<file path="config.mk">
export PLATFORM = sky130hd
export DESIGN_NAME = kwm_ram
export DESIGN_NICKNAME = d
export VERILOG_FILES = /design/src/hdl/kwm_ram.sv
export SDC_FILE = /design/constraint.sdc
export NUM_CORES = 1
export LEC_CHECK = 0
export BUFFER_PORTS_ARGS = -buffer_cell sky130_fd_sc_hd__buf_2
export CAP_MARGIN = 20
export CORE_MARGIN = 2
export CORE_UTILIZATION = 47
export CTS_CLUSTER_SIZE = 20
export DETAILED_ROUTE_END_ITERATION = 8
export GPL_TIMING_DRIVEN = 0
export PLACE_DENSITY = 0.63
export SLEW_MARGIN = 25
export SYNTH_ARGS = -nofsm -noshare
export SYNTH_HDL_FRONTEND = slang
export SYNTH_SLANG_ARGS = --single-unit
export TNS_END_PERCENT = 20
</file>
<file path="constraint.sdc">
create_clock -name clk -period 2.25 [get_ports clk]
set_input_delay 0.225 -clock clk [delete_from_list [all_inputs] [get_ports clk]]
set_output_delay 0.225 -clock clk [all_outputs]
set_load 0.05 [all_outputs]
</file>
<file path="src/hdl/kwm_ram.sv">
// Generic single-write, single-read RAM with registered read data.
`default_nettype none

module kwm_ram #(
  parameter  int WIDTH  = 8,
  parameter  int DEPTH  = 16,
  localparam int ADDR_W = $clog2(DEPTH)
) (
  input  logic              clk,
  input  logic              we,
  input  logic [ADDR_W-1:0] waddr,
  input  logic [WIDTH-1:0]  wdata,
  input  logic [ADDR_W-1:0] raddr,
  output logic [WIDTH-1:0]  rdata
);

  logic [WIDTH-1:0] mem_r [DEPTH];
  logic [WIDTH-1:0] rdata_r;

  always_ff @(posedge clk) begin
    if (we) begin
      mem_r[waddr] <= wdata;
    end
    rdata_r <= mem_r[raddr];
  end

  assign rdata = rdata_r;

endmodule

`default_nettype wire

</file>
==> impl_metrics.toml <==
[floorplan]
die_w_um = 109
dieArea_um2 = 11800
io_pins = 26
rows = 38
start_util_pct = 47.9
coreArea_um2 = 10700
die_y_um = 109

[setup_path]
reg2reg_slack_ns = 0.77
rr_worst_depth = 3
rr_endpoint = "rdata[0]"
path_class = "register to register"
crit_required_ns = 2.65
regToRegStartpoint = "mem_r[1][0]"
critPathMaxStageDelay_ns = 0.51
crit_fanout = 1
critPathLaunchType = "register"
crit_chain = "mux4_1 -> a22oi_1 -> nand2_1"
cpMaxStageDelayCell = "mux4_1"
worstPathArrival_ns = 1.88
cp-end-kind = "register"

[run]
drv_cap = 0

[grt]
grt_usage_pct = 18.7
antenna_found_initial = 0
grt-ovfl-total = 0
grt_start_max_net_pins = 17
grt_pass1_wl_um = 14600
grt_pass1_vias = 2411

[clock_network]
post_cts_resized = 0
post_cts_buffers = 0
postCtsHoldBufs = 0
clkLatencyLatePin_ns = 0.52
h-tree-depth = 4
cts_root_buf = "clkbuf_8"
numCtsBuffers = 17
tritoncts = "built"
clk_pin_slew_worst_paths_ns = 0.06
clk_path_buf_depth = 2
cts_sinks = 136

[routing]
drt-initial-drc-count = 154
drc = 0
drt_first_pass_iters = 4
via_count = 2373
via_per_inst = 5.58
routed_wl_um = 9760
wire_per_inst_um = 23.0
antenna_left = 0

[placement]
routabilityCongestion = 0.721
dpl_worst_slack_ns = 0.330
port_buffers = 24
placed_cells = 393
hpwl_um = 5900

[sta]
relSlewSlack_pct = 42.7
setup_viol_count_final = 0
fin_skew_ns = 0.00491
max_freq_mhz = 674
slew_violations = 0
setup_tns_ns = 0
worstMarginPinSlew_ns = 0.856
fin_crit_sh_pct = 66.0
finalCriticalPeriod_ns = 1.48
rsz0062_at_grt = "no"
hold_viol = 0
setup_ws_ns = 0.766

[min_path]
worstHoldStart = "wdata[6]"
hold_class = "primary input to register"
hold_end = "mem_r[0][6]"
hold-path-cell-count = 1

[logic_synthesis]
syn_inst = 229
yosys_warnings = 0
yosysSeqAreaShare_pct = 77.8
synth.net_count = 247
synthTopCellsByArea = "edfxtp_1 (75%), mux4_2 (7.9%), mux4_1 (7.1%), dfxtp_1 (3.1%), a22oi_1 (2.3%)"
synth_top_area_cell = "edfxtp_1"
synth.distinct_cells = 19
syn-cell-area_um2 = 5150
synth-seq-cells = 136
synth_top_area_share_pct = 74.7
syn_area_per_cell_um2 = 22.5

[power]
power_density_nw_per_um2 = 985
vdd_ir_drop_max_v = 0.000511
power.leakage_nw = 2.05

[final_layout]
synthToLayoutAreaGrowth_pct = 18.1
fin_util_pct = 56.6
fin_nets = 290
antenna_cells = 0
drive_gt1_share_pct = 30.9
finalNonFillerCells = 425

[outcome]
status = "complete, no violations"
==> per-stage QoR <==
stage | area, µm² | power (mW) | hold slack, ns
2_1_floorplan | 5150 | 3.10 | 0.324
3_3_place_gp | 5440 | 3.21 | 0.627
3_5_place_dp | 5460 | 3.23 | 0.637
4_1_cts | 6080 | 6.03 | 0.0799
5_1_grt | 6080 | 6.17 | 0.0900
6_report | 6080 | 5.99 | 0.105
==> metal layers <==
| metal | share of wire [%] | global-route usage [%] | vias up |
|---|---|---|---|
| met5 | 0 | 0 | - |
| met4 | 2.1 | 8.33 | 0 |
| met3 | 4.7 | 5.98 | 18 |
| met2 | 48 | 28.0 | 65 |
| met1 | 45 | 25.5 | 1237 |
| li1 | - | - | 1053 |
==> cell usage in the layout (no fill, tap or decap), drive strengths merged <==
cell type	count
clkinv	5
nor2b	1
nand3	1
clkdlybuf4s25	3
or3b	1
nand3b	2
nor3	4
edfxtp	128
clkbuf	24
dfxtp	8
and2b	1
nand2	9
a22oi	16
and2	1
nand2b	2
nor2	13
buf	31
bufinv	3
mux4	32
==> logic make-up after synthesis <==
| logic type | after synthesis | synth area share [%] |
|---|---|---|
| DFF | 136 | 77.8 |
| and+or+nand+nor | 35 | 3.18 |
| muxes | 32 | 15.0 |
| AOI/OAI and AO/OA | 16 | 2.33 |
| buffers and inverters | 10 | 1.68 |
==> synthesized netlist by cell type (all sizes together) <==
cell	n
and2	1
clkdlybuf4s25	3
nand3	1
nor2	13
nand3b	2
a22oi	16
nor2b	1
dfxtp	8
nand2b	2
and2b	1
buf	7
edfxtp	128
or3b	1
mux4	32
nor3	4
nand2	9
==> worst max path at each step <==
| stage | start | end | slack [ns] | cells past startpoint |
|---|---|---|---|---|
| floorplan | waddr[2] | mem_r[0][0] | 0.53 | 2 |
| global placement | waddr[2] | mem_r[0][7] | -0.06 | 3 |
| detailed placement | waddr[2] | mem_r[3][7] | 0.33 | 3 |
| CTS | mem_r[1][0] | rdata[0] | 0.77 | 3 |
| global route | mem_r[1][0] | rdata[0] | 0.78 | 3 |
| finish | mem_r[1][0] | rdata[0] | 0.77 | 3 |
==> power breakdown <==
| group | leakage [nW] | total, mW | internal, mW | switching (mW) |
|---|---|---|---|---|
| Combinational | 0.520 | 0.328 | 0.113 | 0.215 |
| Clock | 0.311 | 2.82 | 1.86 | 0.959 |
| Sequential | 1.22 | 2.85 | 2.83 | 0.0123 |
| Total | 2.05 | 5.99 | 4.80 | 1.19 |
==> critical path: cells and delay by family, from the launching register on <==
| family | cells | cell delay [ns] |
|---|---|---|
| simple gates | 1 | 0.09 |
| flops | 1 | 0.37 |
| mux | 1 | 0.51 |
| compound gates | 1 | 0.40 |
==> area by class of cell <==
| class | count | area (µm²) |
|---|---|---|
| clock buffer | 24 | 500 |
| multi-input combinational | 83 | 1080 |
| timing repair buffer | 24 | 120 |
| fill | 791 | 4670 |
| sequential | 136 | 4000 |
| clock inverter | 8 | 115 |
| buffer | 10 | 86.3 |
| tap | 140 | 175 |
==> sequential cells by signal, summed over array words and instances (netlist names) <==
| signal | flops |
|---|---|
| mem_r | 128 |
| rdata | 8 |
No activity file was read; power rests on OpenSTA's default activity.
